==> src/rtl/core/lpf_pkg.sv <==
// ----------------------------------------------------------------------------
// lpf_pkg: shared constants and types of the ladder low-pass filter
// Widths, fixed-point coefficients and the bundles that pass between the
// sequencer, the serial divider and the shared multiplier.
// ----------------------------------------------------------------------------
`default_nettype none

package lpf_pkg;

	// sample and ladder state widths
	localparam int SAMPLE_BITS = 24;
	localparam int STATE_BITS  = 32;

	// coefficient format: unsigned Q.28 held in 30 bits
	localparam int CF     = 28;
	localparam int COEF_W = 30;

	// shared multiplier: signed operand, unsigned coefficient, rounded result
	localparam int A_W   = (STATE_BITS > COEF_W) ? STATE_BITS : COEF_W;
	localparam int P_W   = A_W + COEF_W;
	localparam int R_W   = A_W + 3;
	localparam int ACC_W = A_W + 4;
	localparam int FB_SH = 16;

	// configuration registers
	localparam int CUT_W      = 17;
	localparam int RATE_W     = 18;
	localparam int RES_W      = 17;
	localparam int CFG_DATA_W = 18;
	localparam int CFG_IDX_W  = 2;

	localparam logic [CUT_W-1:0]  CUT_RST  = CUT_W'(1000);
	localparam logic [RATE_W-1:0] RATE_RST = RATE_W'(44100);
	localparam logic [RES_W-1:0]  RES_RST  = RES_W'(13107);

	typedef enum logic [CFG_IDX_W-1:0] {
		REG_CUTOFF = 2'd0,
		REG_RATE   = 2'd1,
		REG_RES    = 2'd2
	} cfg_reg_t;

	// normalized cutoff division
	localparam int DVD_W     = CUT_W + CF;
	localparam int DIV_CNT_W = $clog2(DVD_W);

	localparam logic [DVD_W-1:0] FC_MIN = DVD_W'(268435);
	localparam logic [DVD_W-1:0] FC_MAX = DVD_W'(131533373);

	// Q.28 constants
	localparam logic [COEF_W-1:0] ONE_Q    = COEF_W'(64'd1 << CF);
	localparam logic [COEF_W-1:0] K_116    = COEF_W'(311385129);
	localparam logic [COEF_W-1:0] K_015    = COEF_W'(40265318);
	localparam logic [COEF_W-1:0] K_035013 = COEF_W'(93987306);
	localparam logic [COEF_W-1:0] K_03     = COEF_W'(80530637);

	// saturation limits on the accumulator scale
	localparam logic signed [ACC_W-1:0] ST_MAX =
		ACC_W'((64'sd1 <<< (STATE_BITS - 1)) - 64'sd1);
	localparam logic signed [ACC_W-1:0] ST_MIN =
		ACC_W'(-(64'sd1 <<< (STATE_BITS - 1)));
	localparam logic signed [STATE_BITS-1:0] LIM4  = STATE_BITS'(64'sd1 <<< (STATE_BITS - 2));
	localparam logic signed [STATE_BITS-1:0] NLIM4 = STATE_BITS'(-(64'sd1 <<< (STATE_BITS - 2)));

	typedef struct packed {
		logic                     vld;
		logic signed [A_W-1:0]    a;
		logic        [COEF_W-1:0] c;
		logic                     sh16;
	} mul_req_t;

	typedef struct packed {
		logic                  vld;
		logic signed [R_W-1:0] r;
	} mul_rsp_t;

	typedef struct packed {
		logic              done;
		logic [COEF_W-1:0] fc;
	} div_rsp_t;

endpackage

`default_nettype wire

==> src/rtl/core/lpf_if.sv <==
// ----------------------------------------------------------------------------
// lpf_if: stream and configuration channels of the ladder low-pass filter
// Valid/ready channels; a transaction completes when valid and ready are high.
// ----------------------------------------------------------------------------
`default_nettype none

interface lpf_in_if;
	logic                                   valid;
	logic                                   ready;
	logic signed [lpf_pkg::SAMPLE_BITS-1:0] in_sample;
	logic                                   block_end;

	modport source (output valid, in_sample, block_end, input ready);
	modport sink (input valid, in_sample, block_end, output ready);
endinterface

interface lpf_out_if;
	logic                                   valid;
	logic                                   ready;
	logic signed [lpf_pkg::SAMPLE_BITS-1:0] out_sample;
	logic                                   was_clamped;
	logic                                   block_end_out;

	modport source (output valid, out_sample, was_clamped, block_end_out, input ready);
	modport sink (input valid, out_sample, was_clamped, block_end_out, output ready);
endinterface

interface lpf_cfg_if;
	logic                               valid;
	logic                               ready;
	logic [lpf_pkg::CFG_IDX_W-1:0]      index;
	logic [lpf_pkg::CFG_DATA_W-1:0]     data;

	modport source (output valid, index, data, input ready);
	modport sink (input valid, index, data, output ready);
endinterface

`default_nettype wire

==> src/rtl/core/ladder_lowpass_filter.sv <==
// ----------------------------------------------------------------------------
// ladder_lowpass_filter: four-pole resonant low-pass ladder filter
// Sequencer, coefficient and ladder registers around one shared multiplier.
// ----------------------------------------------------------------------------
// A sample, once accepted, runs through ten dependent coefficient products
// one after another through the shared two-stage multiplier. It then loads
// the output register, waiting while that register still holds an undrained
// sample, and returns to idle, where the next sample can be taken.
// After reset and after every configuration write the block works out its
// coefficients (a serial cutoff division, then six multiplies) and accepts
// neither samples nor writes meanwhile. A finished sample waits in the
// output register, so the next sample can be taken before it is drained.
// ----------------------------------------------------------------------------
`default_nettype none

module ladder_lowpass_filter (
	input wire           clk,
	input wire           arst_n,
	lpf_cfg_if.sink      cfg,
	lpf_in_if.sink       in_ch,
	lpf_out_if.source    out_ch
);

	localparam int SB  = lpf_pkg::SAMPLE_BITS;
	localparam int STB = lpf_pkg::STATE_BITS;
	localparam int AW  = lpf_pkg::A_W;
	localparam int CW  = lpf_pkg::COEF_W;
	localparam int ACW = lpf_pkg::ACC_W;

	// sample/state scaling
	localparam int CW_EXT = SB + STB;
	localparam int D      = STB - SB;
	localparam int SH_UP  = (D > 0) ? D : 0;
	localparam int SH_DN  = (D < 0) ? -D : 0;
	localparam int OH_SH  = (SH_UP > 0) ? SH_UP - 1 : 0;
	localparam logic signed [CW_EXT-1:0] OHALF =
		(SH_UP > 0) ? CW_EXT'(64'sd1 <<< OH_SH) : '0;

	typedef enum logic [4:0] {
		ST_DIV  = 5'b00001,
		ST_DRV  = 5'b00010,
		ST_IDLE = 5'b00100,
		ST_RUN  = 5'b01000,
		ST_DONE = 5'b10000
	} state_t;

	typedef enum logic [2:0] {
		DS_F, DS_F2, DS_T, DS_FB, DS_F4, DS_GAIN
	} drv_step_t;

	typedef enum logic [3:0] {
		RS_FB, RS_GAIN, RS_B0, RS_B1, RS_B1F, RS_B2, RS_B2F, RS_B3, RS_B3F, RS_B4
	} run_step_t;

	state_t     st_q;
	drv_step_t  ds_q;
	run_step_t  rs_q;
	logic       busy_q;
	logic       div_go_q;

	logic [lpf_pkg::CUT_W-1:0]  cut_q;
	logic [lpf_pkg::RATE_W-1:0] rate_q;
	logic [lpf_pkg::RES_W-1:0]  res_q;

	logic [CW-1:0] f_q;
	logic [CW-1:0] fb_q;
	logic [CW-1:0] gain_q;
	logic [CW-1:0] f2_q;
	logic [CW-1:0] t_q;
	logic [CW-1:0] omf;

	logic signed [ACW-1:0] acc_q;
	logic signed [STB-1:0] tmp_q;
	logic signed [STB-1:0] stg_q [5];
	logic                  clamp_q;
	logic                  be_q;

	logic                  out_vld_q;
	logic signed [SB-1:0]  out_smp_q;
	logic                  out_clmp_q;
	logic                  out_be_q;

	lpf_pkg::mul_req_t mreq;
	lpf_pkg::mul_rsp_t mrsp;
	lpf_pkg::div_rsp_t drsp;

	logic                   cfg_acc;
	logic                   in_acc;
	logic                   out_free;
	logic signed [CW_EXT-1:0] v_ext;
	logic signed [CW_EXT-1:0] o_ext;
	logic signed [ACW-1:0]  r_ext;
	logic signed [ACW-1:0]  sum;
	logic signed [STB-1:0]  sum_sat;
	logic signed [STB-1:0]  b4_lim;
	logic                   b4_clmp;
	logic [CW-1:0]          rc;

	function automatic logic signed [STB-1:0] sat_st(input logic signed [ACW-1:0] x);
		logic signed [ACW-1:0] y;
		if (x > lpf_pkg::ST_MAX) begin
			y = lpf_pkg::ST_MAX;
		end else if (x < lpf_pkg::ST_MIN) begin
			y = lpf_pkg::ST_MIN;
		end else begin
			y = x;
		end
		return STB'(y);
	endfunction

	lpf_div u_div (
		.clk    (clk),
		.arst_n (arst_n),
		.go     (div_go_q),
		.cutoff (cut_q),
		.rate   (rate_q),
		.rsp    (drsp)
	);

	lpf_mul u_mul (
		.clk    (clk),
		.arst_n (arst_n),
		.req    (mreq),
		.rsp    (mrsp)
	);

	assign cfg.ready    = (st_q == ST_IDLE);
	assign in_ch.ready  = (st_q == ST_IDLE) && !cfg.valid;
	assign cfg_acc      = cfg.valid && cfg.ready;
	assign in_acc       = in_ch.valid && in_ch.ready;
	assign out_free     = !out_vld_q || out_ch.ready;

	assign out_ch.valid         = out_vld_q;
	assign out_ch.out_sample    = out_smp_q;
	assign out_ch.was_clamped   = out_clmp_q;
	assign out_ch.block_end_out = out_be_q;

	assign omf = lpf_pkg::ONE_Q - f_q;
	assign rc  = mrsp.r[CW-1:0];

	// operand select for the shared multiplier
	always_comb begin
		mreq      = '0;
		mreq.vld  = ((st_q == ST_DRV) || (st_q == ST_RUN)) && !busy_q;
		if (st_q == ST_DRV) begin
			case (ds_q)
				DS_F: begin
					mreq.a = AW'(f_q);
					mreq.c = lpf_pkg::K_116;
				end
				DS_F2: begin
					mreq.a = AW'(f_q);
					mreq.c = f_q;
				end
				DS_T: begin
					mreq.a = AW'(f2_q);
					mreq.c = lpf_pkg::K_015;
				end
				DS_FB: begin
					mreq.a    = AW'(res_q);
					mreq.c    = t_q;
					mreq.sh16 = 1'b1;
				end
				DS_F4: begin
					mreq.a = AW'(f2_q);
					mreq.c = f2_q;
				end
				DS_GAIN: begin
					mreq.a = AW'(t_q);
					mreq.c = lpf_pkg::K_035013;
				end
				default: begin
					mreq.a = '0;
					mreq.c = '0;
				end
			endcase
		end else begin
			case (rs_q)
				RS_FB: begin
					mreq.a = AW'(stg_q[4]);
					mreq.c = fb_q;
				end
				RS_GAIN: begin
					mreq.a = AW'(tmp_q);
					mreq.c = gain_q;
				end
				RS_B0: begin
					mreq.a = AW'(stg_q[0]);
					mreq.c = lpf_pkg::K_03;
				end
				RS_B1: begin
					mreq.a = AW'(stg_q[1]);
					mreq.c = omf;
				end
				RS_B1F: begin
					mreq.a = AW'(stg_q[1]);
					mreq.c = lpf_pkg::K_03;
				end
				RS_B2: begin
					mreq.a = AW'(stg_q[2]);
					mreq.c = omf;
				end
				RS_B2F: begin
					mreq.a = AW'(stg_q[2]);
					mreq.c = lpf_pkg::K_03;
				end
				RS_B3: begin
					mreq.a = AW'(stg_q[3]);
					mreq.c = omf;
				end
				RS_B3F: begin
					mreq.a = AW'(stg_q[3]);
					mreq.c = lpf_pkg::K_03;
				end
				RS_B4: begin
					mreq.a = AW'(stg_q[4]);
					mreq.c = omf;
				end
				default: begin
					mreq.a = '0;
					mreq.c = '0;
				end
			endcase
		end
	end

	// accumulate, saturate and clamp
	always_comb begin
		r_ext   = ACW'(mrsp.r);
		sum     = (rs_q == RS_FB) ? (acc_q - r_ext) : (acc_q + r_ext);
		sum_sat = sat_st(sum);
		b4_clmp = 1'b0;
		if (sum_sat > lpf_pkg::LIM4) begin
			b4_lim  = lpf_pkg::LIM4;
			b4_clmp = 1'b1;
		end else if (sum_sat < lpf_pkg::NLIM4) begin
			b4_lim  = lpf_pkg::NLIM4;
			b4_clmp = 1'b1;
		end else begin
			b4_lim = sum_sat;
		end
	end

	// sample in: shift up exactly or down toward minus infinity;
	// sample out: shift down rounding ties up
	always_comb begin
		v_ext = (CW_EXT'(in_ch.in_sample) <<< SH_UP) >>> SH_DN;
		o_ext = ((CW_EXT'(stg_q[4]) + OHALF) <<< SH_DN) >>> SH_UP;
	end

	always_ff @(posedge clk or negedge arst_n) begin
		if (!arst_n) begin
			st_q      <= ST_DIV;
			ds_q      <= DS_F;
			rs_q      <= RS_FB;
			busy_q    <= 1'b0;
			div_go_q  <= 1'b1;
			cut_q     <= lpf_pkg::CUT_RST;
			rate_q    <= lpf_pkg::RATE_RST;
			res_q     <= lpf_pkg::RES_RST;
			out_vld_q <= 1'b0;
			for (int i = 0; i < 5; i++) begin
				stg_q[i] <= '0;
			end
		end else begin
			div_go_q <= 1'b0;
			if (mreq.vld) begin
				busy_q <= 1'b1;
			end else if (mrsp.vld) begin
				busy_q <= 1'b0;
			end
			// load a finished sample, or drop the one that was just taken
			if ((st_q == ST_DONE) && out_free) begin
				out_vld_q <= 1'b1;
			end else if (out_ch.ready) begin
				out_vld_q <= 1'b0;
			end
			case (st_q)
				ST_DIV: begin
					if (drsp.done) begin
						ds_q <= DS_F;
						st_q <= ST_DRV;
					end
				end
				ST_DRV: begin
					if (mrsp.vld) begin
						if (ds_q == DS_GAIN) begin
							st_q <= ST_IDLE;
						end else begin
							ds_q <= drv_step_t'(ds_q + 3'd1);
						end
					end
				end
				ST_IDLE: begin
					if (cfg_acc) begin
						case (lpf_pkg::cfg_reg_t'(cfg.index))
							lpf_pkg::REG_CUTOFF: cut_q  <= cfg.data[lpf_pkg::CUT_W-1:0];
							lpf_pkg::REG_RATE:   rate_q <= cfg.data[lpf_pkg::RATE_W-1:0];
							lpf_pkg::REG_RES:    res_q  <= cfg.data[lpf_pkg::RES_W-1:0];
							default: ;
						endcase
						div_go_q <= 1'b1;
						st_q     <= ST_DIV;
					end else if (in_acc) begin
						rs_q <= RS_FB;
						st_q <= ST_RUN;
					end
				end
				ST_RUN: begin
					if (mrsp.vld) begin
						case (rs_q)
							RS_B1: begin
								stg_q[1] <= sum_sat;
								stg_q[0] <= tmp_q;
							end
							RS_B2: stg_q[2] <= sum_sat;
							RS_B3: stg_q[3] <= sum_sat;
							RS_B4: stg_q[4] <= b4_lim;
							default: ;
						endcase
						if (rs_q == RS_B4) begin
							st_q <= ST_DONE;
						end else begin
							rs_q <= run_step_t'(rs_q + 4'd1);
						end
					end
				end
				ST_DONE: begin
					if (out_free) begin
						st_q <= ST_IDLE;
					end
				end
				default: st_q <= ST_IDLE;
			endcase
		end
	end

	// datapath registers
	always_ff @(posedge clk) begin
		if ((st_q == ST_DIV) && drsp.done) begin
			f_q <= drsp.fc;
		end
		if ((st_q == ST_DRV) && mrsp.vld) begin
			case (ds_q)
				DS_F:    f_q    <= rc;
				DS_F2:   f2_q   <= rc;
				DS_T:    t_q    <= lpf_pkg::ONE_Q - rc;
				DS_FB:   fb_q   <= rc;
				DS_F4:   t_q    <= rc;
				DS_GAIN: gain_q <= rc;
				default: ;
			endcase
		end
		if (in_acc) begin
			acc_q <= ACW'(v_ext);
			be_q  <= in_ch.block_end;
		end
		if ((st_q == ST_RUN) && mrsp.vld) begin
			case (rs_q)
				RS_FB: tmp_q <= sum_sat;
				RS_GAIN: begin
					// hold the unsaturated product, keep its saturated copy for b0
					acc_q <= r_ext;
					tmp_q <= sat_st(r_ext);
				end
				RS_B0, RS_B1F, RS_B2F, RS_B3F: acc_q <= sum;
				RS_B1, RS_B2, RS_B3: acc_q <= ACW'(sum_sat);
				RS_B4: clamp_q <= b4_clmp;
				default: ;
			endcase
		end
		if ((st_q == ST_DONE) && out_free) begin
			out_smp_q  <= SB'(o_ext);
			out_clmp_q <= clamp_q;
			out_be_q   <= be_q;
		end
	end

	a_rsp_in_flight: assert property (@(posedge clk) disable iff (!arst_n)
		mrsp.vld |-> busy_q)
		else $error("multiplier result with no operation in flight");

	a_b4_bound: assert property (@(posedge clk) disable iff (!arst_n)
		(stg_q[4] <= lpf_pkg::LIM4) && (stg_q[4] >= lpf_pkg::NLIM4))
		else $error("last ladder stage outside +-4.0");

	a_out_from_done: assert property (@(posedge clk) disable iff (!arst_n)
		$rose(out_ch.valid) |-> $past(st_q == ST_DONE))
		else $error("output transaction raised outside completion");

	a_idle_quiet: assert property (@(posedge clk) disable iff (!arst_n)
		(st_q == ST_IDLE) |-> !busy_q)
		else $error("multiplier busy while idle");

endmodule

`default_nettype wire

==> src/rtl/core/lpf_div.sv <==
// ----------------------------------------------------------------------------
// lpf_div: serial divider for the normalized cutoff
// Restoring division of cutoff << 28 by the sample rate, one quotient bit
// per cycle, with the result clamped to the allowed cutoff range.
// ----------------------------------------------------------------------------
`default_nettype none

module lpf_div (
	input  wire                           clk,
	input  wire                           arst_n,
	input  wire                           go,
	input  wire [lpf_pkg::CUT_W-1:0]      cutoff,
	input  wire [lpf_pkg::RATE_W-1:0]     rate,
	output lpf_pkg::div_rsp_t             rsp
);

	localparam logic [lpf_pkg::DIV_CNT_W-1:0] LAST_BIT =
		lpf_pkg::DIV_CNT_W'(lpf_pkg::DVD_W - 1);

	logic                             busy_q;
	logic                             done_q;
	logic [lpf_pkg::DIV_CNT_W-1:0]    cnt_q;
	logic [lpf_pkg::DVD_W-1:0]        dvd_q;
	logic [lpf_pkg::RATE_W-1:0]       rem_q;
	logic [lpf_pkg::RATE_W:0]         cand;
	logic [lpf_pkg::RATE_W:0]         diff;
	logic                             ge;
	logic [lpf_pkg::DVD_W-1:0]        fc_clamped;

	always_comb begin
		cand = {rem_q, dvd_q[lpf_pkg::DVD_W-1]};
		ge   = (cand >= {1'b0, rate});
		diff = cand - {1'b0, rate};
	end

	always_ff @(posedge clk or negedge arst_n) begin
		if (!arst_n) begin
			busy_q <= 1'b0;
			done_q <= 1'b0;
			cnt_q  <= '0;
		end else begin
			done_q <= 1'b0;
			if (go) begin
				busy_q <= 1'b1;
				cnt_q  <= '0;
			end else if (busy_q) begin
				cnt_q <= cnt_q + lpf_pkg::DIV_CNT_W'(1);
				if (cnt_q == LAST_BIT) begin
					busy_q <= 1'b0;
					done_q <= 1'b1;
				end
			end
		end
	end

	// quotient bits shift in where dividend bits shift out
	always_ff @(posedge clk) begin
		if (go) begin
			dvd_q <= {cutoff, {lpf_pkg::CF{1'b0}}};
			rem_q <= '0;
		end else if (busy_q) begin
			dvd_q <= {dvd_q[lpf_pkg::DVD_W-2:0], ge};
			rem_q <= ge ? diff[lpf_pkg::RATE_W-1:0] : cand[lpf_pkg::RATE_W-1:0];
		end
	end

	always_comb begin
		if (dvd_q > lpf_pkg::FC_MAX) begin
			fc_clamped = lpf_pkg::FC_MAX;
		end else if (dvd_q < lpf_pkg::FC_MIN) begin
			fc_clamped = lpf_pkg::FC_MIN;
		end else begin
			fc_clamped = dvd_q;
		end
		rsp.done = done_q;
		rsp.fc   = fc_clamped[lpf_pkg::COEF_W-1:0];
	end

endmodule

`default_nettype wire

==> src/rtl/core/lpf_mul.sv <==
// ----------------------------------------------------------------------------
// lpf_mul: shared coefficient multiplier
// Two stages: magnitude times coefficient, then round to nearest (ties away
// from zero) at Q.28 or Q.16 and restore the sign.
// ----------------------------------------------------------------------------
`default_nettype none

module lpf_mul (
	input  wire                   clk,
	input  wire                   arst_n,
	input  wire lpf_pkg::mul_req_t req,
	output lpf_pkg::mul_rsp_t      rsp
);

	localparam int PW = lpf_pkg::P_W;
	localparam int RW = lpf_pkg::R_W;
	localparam logic [PW:0] HALF_HI = (PW + 1)'(1) << (lpf_pkg::CF - 1);
	localparam logic [PW:0] HALF_LO = (PW + 1)'(1) << (lpf_pkg::FB_SH - 1);

	logic [lpf_pkg::A_W-1:0] mag;
	logic [PW-1:0]           prod;
	logic                    vld_s1;
	logic                    neg_s1;
	logic                    sh_s1;
	logic [PW-1:0]           p_s1;
	logic [PW:0]             rnd;
	logic [PW:0]             shd;
	logic [RW-2:0]           mag_r;
	logic signed [RW-1:0]    r_next;
	logic                    vld_s2;
	logic signed [RW-1:0]    r_s2;

	always_comb begin
		mag  = req.a[lpf_pkg::A_W-1] ? lpf_pkg::A_W'(-req.a) : lpf_pkg::A_W'(req.a);
		prod = PW'(mag) * PW'(req.c);
	end

	always_comb begin
		rnd    = {1'b0, p_s1} + (sh_s1 ? HALF_LO : HALF_HI);
		shd    = sh_s1 ? (rnd >> lpf_pkg::FB_SH) : (rnd >> lpf_pkg::CF);
		mag_r  = shd[RW-2:0];
		r_next = neg_s1 ? -$signed({1'b0, mag_r}) : $signed({1'b0, mag_r});
	end

	always_ff @(posedge clk or negedge arst_n) begin
		if (!arst_n) begin
			vld_s1 <= 1'b0;
			vld_s2 <= 1'b0;
		end else begin
			vld_s1 <= req.vld;
			vld_s2 <= vld_s1;
		end
	end

	always_ff @(posedge clk) begin
		p_s1   <= prod;
		neg_s1 <= req.a[lpf_pkg::A_W-1];
		sh_s1  <= req.sh16;
		r_s2   <= r_next;
	end

	assign rsp.vld = vld_s2;
	assign rsp.r   = r_s2;

endmodule

`default_nettype wire
==> src/flat_wrapper.sv <==
// flat-port wrapper written by rule: the top's interface ports become plain ports
module ladder_lowpass_filter_flat 
  (clk, arst_n, cfg_valid, cfg_index, cfg_data, cfg_ready, in_ch_valid, in_ch_in_sample, in_ch_block_end, in_ch_ready, out_ch_valid, out_ch_out_sample, out_ch_was_clamped, out_ch_block_end_out, out_ch_ready);
  lpf_cfg_if cfg_i ();
  lpf_in_if in_ch_i ();
  lpf_out_if out_ch_i ();
  input wire clk;
  input wire arst_n;
  input wire logic [$bits(cfg_i.valid)-1:0] cfg_valid;
  input wire logic [$bits(cfg_i.index)-1:0] cfg_index;
  input wire logic [$bits(cfg_i.data)-1:0] cfg_data;
  output wire logic [$bits(cfg_i.ready)-1:0] cfg_ready;
  input wire logic [$bits(in_ch_i.valid)-1:0] in_ch_valid;
  input wire logic [$bits(in_ch_i.in_sample)-1:0] in_ch_in_sample;
  input wire logic [$bits(in_ch_i.block_end)-1:0] in_ch_block_end;
  output wire logic [$bits(in_ch_i.ready)-1:0] in_ch_ready;
  output wire logic [$bits(out_ch_i.valid)-1:0] out_ch_valid;
  output wire logic [$bits(out_ch_i.out_sample)-1:0] out_ch_out_sample;
  output wire logic [$bits(out_ch_i.was_clamped)-1:0] out_ch_was_clamped;
  output wire logic [$bits(out_ch_i.block_end_out)-1:0] out_ch_block_end_out;
  input wire logic [$bits(out_ch_i.ready)-1:0] out_ch_ready;
  assign cfg_i.valid = cfg_valid;
  assign cfg_i.index = cfg_index;
  assign cfg_i.data = cfg_data;
  assign cfg_ready = cfg_i.ready;
  assign in_ch_i.valid = in_ch_valid;
  assign in_ch_i.in_sample = in_ch_in_sample;
  assign in_ch_i.block_end = in_ch_block_end;
  assign in_ch_ready = in_ch_i.ready;
  assign out_ch_valid = out_ch_i.valid;
  assign out_ch_out_sample = out_ch_i.out_sample;
  assign out_ch_was_clamped = out_ch_i.was_clamped;
  assign out_ch_block_end_out = out_ch_i.block_end_out;
  assign out_ch_i.ready = out_ch_ready;
  ladder_lowpass_filter u_core (.clk(clk), .arst_n(arst_n), .cfg(cfg_i), .in_ch(in_ch_i), .out_ch(out_ch_i));
endmodule
==> config.mk <==
export PLATFORM = sky130hd
export DESIGN_NAME = ladder_lowpass_filter_flat
export DESIGN_NICKNAME = d
export VERILOG_FILES = /design/src/rtl/core/lpf_pkg.sv /design/src/rtl/core/lpf_if.sv /design/src/rtl/core/ladder_lowpass_filter.sv /design/src/rtl/core/lpf_div.sv /design/src/rtl/core/lpf_mul.sv /design/src/flat_wrapper.sv
export SDC_FILE = /design/constraint.sdc
export NUM_CORES = 2
export LEC_CHECK = 0
export ABC_CLOCK_PERIOD_IN_PS = 19100
export BUFFER_PORTS_ARGS = -buffer_cell sky130_fd_sc_hd__buf_4
export CELL_PAD_IN_SITES_DETAIL_PLACEMENT = 1
export CELL_PAD_IN_SITES_GLOBAL_PLACEMENT = 2
export CORE_MARGIN = 2
export CORE_UTILIZATION = 45
export CTS_BUF_LIST = sky130_fd_sc_hd__clkbuf_4 sky130_fd_sc_hd__clkbuf_8 sky130_fd_sc_hd__clkbuf_16
export DETAILED_ROUTE_END_ITERATION = 16
export GPL_TIMING_DRIVEN = 0
export PLACE_DENSITY = 0.86
export SYNTH_ARGS = -nofsm -noshare
export SYNTH_HDL_FRONTEND = slang
export SYNTH_SLANG_ARGS = --single-unit
==> constraint.sdc <==
create_clock -name clk -period 19.1 [get_ports clk]
set_clock_uncertainty 0.2 [all_clocks]
set_input_delay 2.865 -clock clk [delete_from_list [all_inputs] [get_ports clk]]
set_output_delay 2.865 -clock clk [all_outputs]
set_load 0.03 [all_outputs]
[Word level (Yosys, flattened, before mapping)]
Cells that the tools add are included.
Storage, ports and cells
  register bits after elaboration: 645
Operators by class
  equal/unequal tests: 33
  add/subtract/negate cells: 12
  muxes and demuxes: 61
  magnitude comparators: 9
  multiply operators: 1
  reductions and logical operators: 41
Operators with widths (count)
  case mux 62 bit (10 select lines): 1
  case mux 60 bit (6 select lines): 1
  two-way mux 32 bit: 7
  two-way mux 30 bit: 5
  two-way mux 36 bit: 3
  case mux 36 bit (3 select lines): 1
  two-way mux 45 bit: 2
  two-way mux 34 bit: 2
  case mux 32 bit (2 select lines): 1
  adder 62 x 28 -> 62 bit: 1
  multiplier 32 x 30 -> 62 bit: 1
  two-way mux 62 bit: 1
  case mux 30 bit (2 select lines): 1
  subtractor 29 x 30 -> 30 bit, first input constant: 2
  greater-than comparator 45 x 27 -> 1 bit, second input constant: 1
  < comparator 45 x 19 -> 1 bit, second input constant: 1
  two-way mux 5 bit: 8
  adder 36 x 35 -> 36 bit: 1
  greater-than comparator 36 x 32 -> 1 bit, second input constant: 1
  < comparator 36 x 32 -> 1 bit, second input constant: 1
  subtractor 36 x 35 -> 36 bit: 1
  greater-than comparator 35 x 32 -> 1 bit, second input constant: 1
  < comparator 35 x 32 -> 1 bit, second input constant: 1
  negation 34 -> 35 bit: 1
  50 further kinds: 111

[Depth between registers and ports, before layout]
  depth in word-level cells: 8
  mapped depth: 49
  mapped depth without buffers: 42

[Cells and area by module]
Synthesis repeated with hierarchy kept, for this count alone.
Unflattened totals
  cell total of the unflattened synthesis: 7097
  area, all modules: 66317.4 um^2
By module, submodules not included
  lpf_mul: area an instance 35874.4 um^2, seq. area each 1731.7 um^2, cells an instance 4017, times used 1
  ladder_lowpass_filter: area an instance 25856.0 um^2, seq. area each 12434.4 um^2, cells an instance 2554, times used 1
  lpf_div: area an instance 4586.9 um^2, seq. area each 1631.6 um^2, cells an instance 526, times used 1

[Worst setup path before layout]
Ideal clock, no wire load.
  path type: reg-to-reg
  start: register u_core.rs_q[0]
  end: register u_core.u_mul.p_s1[59]
  arrival: 11.441 ns
  slack: 7.339 ns
  stages on the path, launching flop included: 46
  path through: dfrtp_1 -> inv_1 -> ha_1 -> clkbuf_1 -> and3b_1 -> o21ba_2 -> a31o_2 -> buf_2 -> buf_2 -> buf_1 -> buf_1 -> clkbuf_1 -> o21ai_0 -> inv_1 -> ha_1 -> nand2_1 -> nor4b_2 -> nand4bb_1 -> [10 not listed] -> fa_1 -> inv_1 -> fa_1 -> fa_1 -> fa_1 -> inv_1 -> fa_1 -> inv_1 -> ha_1 -> clkbuf_1 -> and3_1 -> and4_1 -> and2_1 -> a32o_1 -> o211a_1 -> o21a_1 -> o32a_1 -> a211o_1
On the way
  cells in the longest elaborated chain, start to end: 6
Ends and longest elaborated chain
  start, declared: RTL line ladder_lowpass_filter.sv:57  | run_step_t rs_q;
  start signal, assigned: RTL line ladder_lowpass_filter.sv:324  | rs_q <= run_step_t'(rs_q + 4'd1);
  equality test 4 bit (tied with other cells): RTL line ladder_lowpass_filter.sv:178  | case (rs_q)
  case mux 62 bit (10 select lines) (*): RTL line ladder_lowpass_filter.sv:178
  two-way mux 62 bit (*): RTL line ladder_lowpass_filter.sv:145  | if (st_q == ST_DRV) begin
  negation 32 bit: RTL line lpf_mul.sv:34  | mag = req.a[lpf_pkg::A_W-1] ? lpf_pkg::A_W'(-req.a) : lpf_pkg::A_W'(req.a);
  two-way mux 32 bit: RTL line lpf_mul.sv:34
  multiplier 32 x 30 -> 62 bit (*): RTL line lpf_mul.sv:35  | prod = PW'(mag) * PW'(req.c);
  via u_core.u_mul.prod[59]: RTL line lpf_mul.sv:21  | logic [PW-1:0] prod;
  end signal, assigned: RTL line lpf_mul.sv:56  | p_s1 <= prod;
  end, declared: RTL line lpf_mul.sv:25  | logic [PW-1:0] p_s1;
Mark *: on every way through the listed nets, which the timed path passes. The rest lies on a longest branch.
A chain may end at the register's enable or synchronous reset.

[Worst setup path after layout]
  start: register u_core.rs_q[0]
  end: register u_core.u_mul.p_s1[49]
The elaborated chain is that of the path after synthesis.

==> qor.csv <==
metric,value,unit
Yosys reg bits,630,
vias per cell,6.19,
first-pass GRT wire length,420000,microns
top-count cell post-synth,inv_1,
WS Path Type,reg2reg,
clk slew on worst S/H paths,0.06,ns
io pins,79,
GRT Max-Usage Layer,met2,
die height,386,microns
Post-synth EDFFs,197,
WP data arrival,18.72,ns
hold buffers post-CTS,0,
hold crit path type,reg2reg,
Crit Path Max Fanout,10,
achievable frequency,54.5,MHz
Worst Path Required,19.47,ns
DR iter-0 viols,6478,
Pleak,0.0338,uW
CP Launch Type,register,
Die Wd,386,microns
Vias,58200,
sequential share of the synthesized area,24.1,%
worst skew pair latency,0.67,ns
Final Core Density,49.3,%
Post-DP HPWL,237000,microns
grt total ovfl,0,
final net count,8623,
layout cell share with drive strength beyond 1,6.98,%
pre-CTS setup slack,1.45,ns
syn_area_per_cell,9.04,sq um
worst hold margin,0.165,ns
Crit-path slowest cell,xor2_1,
Yosys cell types,112,
proportion of netlist area held by the largest area contributor,25.6,%
CTS tree,done,
Rows,140,
Fill cells,16900,
post-CTS setup repair buffer count,0,
wire per inst,31.2,microns
vias in the first global route,59500,
Power Density,104,mW/mm^2
die area,0.149,sq mm
Max-cap violations,6,
met1 GRT Util,53.9,%
RSZ-0062 raised after global routing,no,
Synth Cell Area,0.0655,sq mm
final setup TNS,0,ns
min setup slack post-route,0.747,ns
Worst setup EP type,register,
Root Driver,clkbuf_16,
synth top area cells,"fa_1 (26%), edfxtp_1 (9.0%), dfrtp_1 (8.2%)",
Final Setup Violations,0,
initial antenna violation count,18,
Most used DFF post-synth,dfrtp_1,
Clock Tree Buf Depth,3,
min cycle time layout,18.35,ns
Final ANT Viol Nets,0,
failing checks,"max-capacitance violations, max-slew violations",
"top cells by count, synth","inv_1 (990), nand2_1 (926), fa_1 (837)",
Synth warnings,0,
syn_nets,8454,
Top Family by Delay on Critical Path,adder cells,
Final Routed Wirelength,293000,microns
DRT Pass-1 Iters,7,
met3 Use GR,11.8,%
DRC violations left,0,
final hold viol count,0,
Num CTS Buffers,72,
"Async S/R FF share, synth",37.6,%
Buf/Inv on CP,14,
Max rail drop VDD,0.177,mV
Tcrit/Tclk final,96.1,%
Post-Synthesis Cells,7247,
area delta synth->final,9.00,%
H-Tree Depth,3,
Starting Density,45.2,%
post_cts resized,0,
final slew viol count,35,
pin count of the biggest net entering global routing,108,
Slew headroom,-5.41,%
cell taking the most area after synthesis,fa_1,
gr usage total,39.3,%
Tightest Pin Transition,1.58,ns
CTS sink cnt,630,
outcome,finished with violations,
Register Area,0.0158,sq mm
crit-path max cell delay,1.14,ns
Core Area,0.145,sq mm
GRT met2 Usage,57.0,%
footprint of the multi-input gates,0.0444,sq mm
final RePlAce weighted congestion,1.03,
count of buffers from port buffering,78,
-- worst paths after layout --
path / startpoint / end / slack (ns) / cells after the start
hold / removal: u_core.u_mul.vld_s1$_DFF_PN0_ / u_core.u_mul.vld_s2$_DFF_PN0_ / 0.16 / 0
max in group asynchronous: arst_n / u_core.stg_q[90]$_DFFE_PN0P_ / 15.44 / 3
setup reg to reg: u_core.rs_q[0]$_DFFE_PN0P_ / u_core.u_mul.p_s1[49]$_DFF_P_ / 0.75 / 46
setup / recovery: u_core.rs_q[0]$_DFFE_PN0P_ / u_core.u_mul.p_s1[49]$_DFF_P_ / 0.75 / 46
min in group asynchronous: arst_n / u_core.res_q[10]$_DFFE_PN0P_ / 1.85 / 1
hold reg to reg: u_core.u_mul.vld_s1$_DFF_PN0_ / u_core.u_mul.vld_s2$_DFF_PN0_ / 0.16 / 0
-- worst register-to-register path: cells and delay by family, from the launching register on --
kind	cells	cell delay [ns]
fa+ha+maj	11	5.12
xor+xnor	2	1.40
simple gates	8	2.19
buf+inv	14	4.72
flops	1	0.46
compound gates	11	4.18
-- placed cells by master (no fill, tap or decap), drive strengths merged, types with 102 or more instances in the layout --
master  instances
nor2          669
dfrtp         215
nand2         927
o21ai         354
mux2          103
dfxtp         196
edfxtp        197
xor2          129
nand3         102
ha            320
clkbuf        433
a21oi         267
inv           997
xnor2         182
a21o          103
buf           193
fa            837
-- cell type report --
cell class / count / share of cell area [%]
timing repair buffer: 95 / 1.19
tap: 1917 / 3.36
buffer: 433 / 2.47
clock buffer: 98 / 2.95
multi-input combinational: 5191 / 62.1
sequential: 630 / 22.1
antenna: 2 / 0.00701
inverter: 993 / 5.22
clock inverter: 36 / 0.567
-- per-layer routing --
layer | vias to the layer above | part of all wire, %
met2 | 3085 | 42
met1 | 30200 | 41
li1 | 24200 | -
met4 | 12 | 5.4
met5 | - | 0.028
met3 | 632 | 12
-- registers in the layout, summed over array words and instances, names as in the netlist, 3 cells and up --
register,count
u_core.rate_q,18
u_core.u_div.cnt_q,6
u_core.t_q,30
u_core.u_mul.p_s1,47
u_core.tmp_q,32
u_core.f2_q,30
u_core.cut_q,17
u_core.out_ch.out_sample,24
u_core.u_div.rem_q,18
u_core.st_q,5
u_core.ds_q,3
u_core.fb_q,30
u_core.acc_q,36
u_core.res_q,17
u_core.gain_q,30
u_core.u_mul.r_s2,35
u_core.rs_q,4
u_core.stg_q,160
u_core.u_div.dvd_q,45
u_core.f_q,30
-- power by group --
group | switching (uW) | internal (uW) | leakage (uW)
sequential | 222 | 1710 | 0.00667
clock | 630 | 865 | 0.00124
combinational | 2780 | 1230 | 0.0259
-- logic make-up after synthesis --
family          Yosys count  synth area share [%]
simple gates           2247                  15.4
buf+inv                1426                  8.38
compound gates         1314                  13.5
fa+ha+maj              1157                  31.7
flops                   630                  24.1
xor+xnor                311                  4.20
mux                     162                  2.67
-- through the flow --
step	power, uW	instances	cell area, sq um
4_1_cts	7320	9391	71400
2_1_floorplan	4310	7247	65500
5_1_grt	7770	9393	71400
3_5_place_dp	5800	9257	68900
3_3_place_gp	5720	9242	68500
6_report	7440	9395	71400
Note: power is estimated with default switching activity, not from simulation.
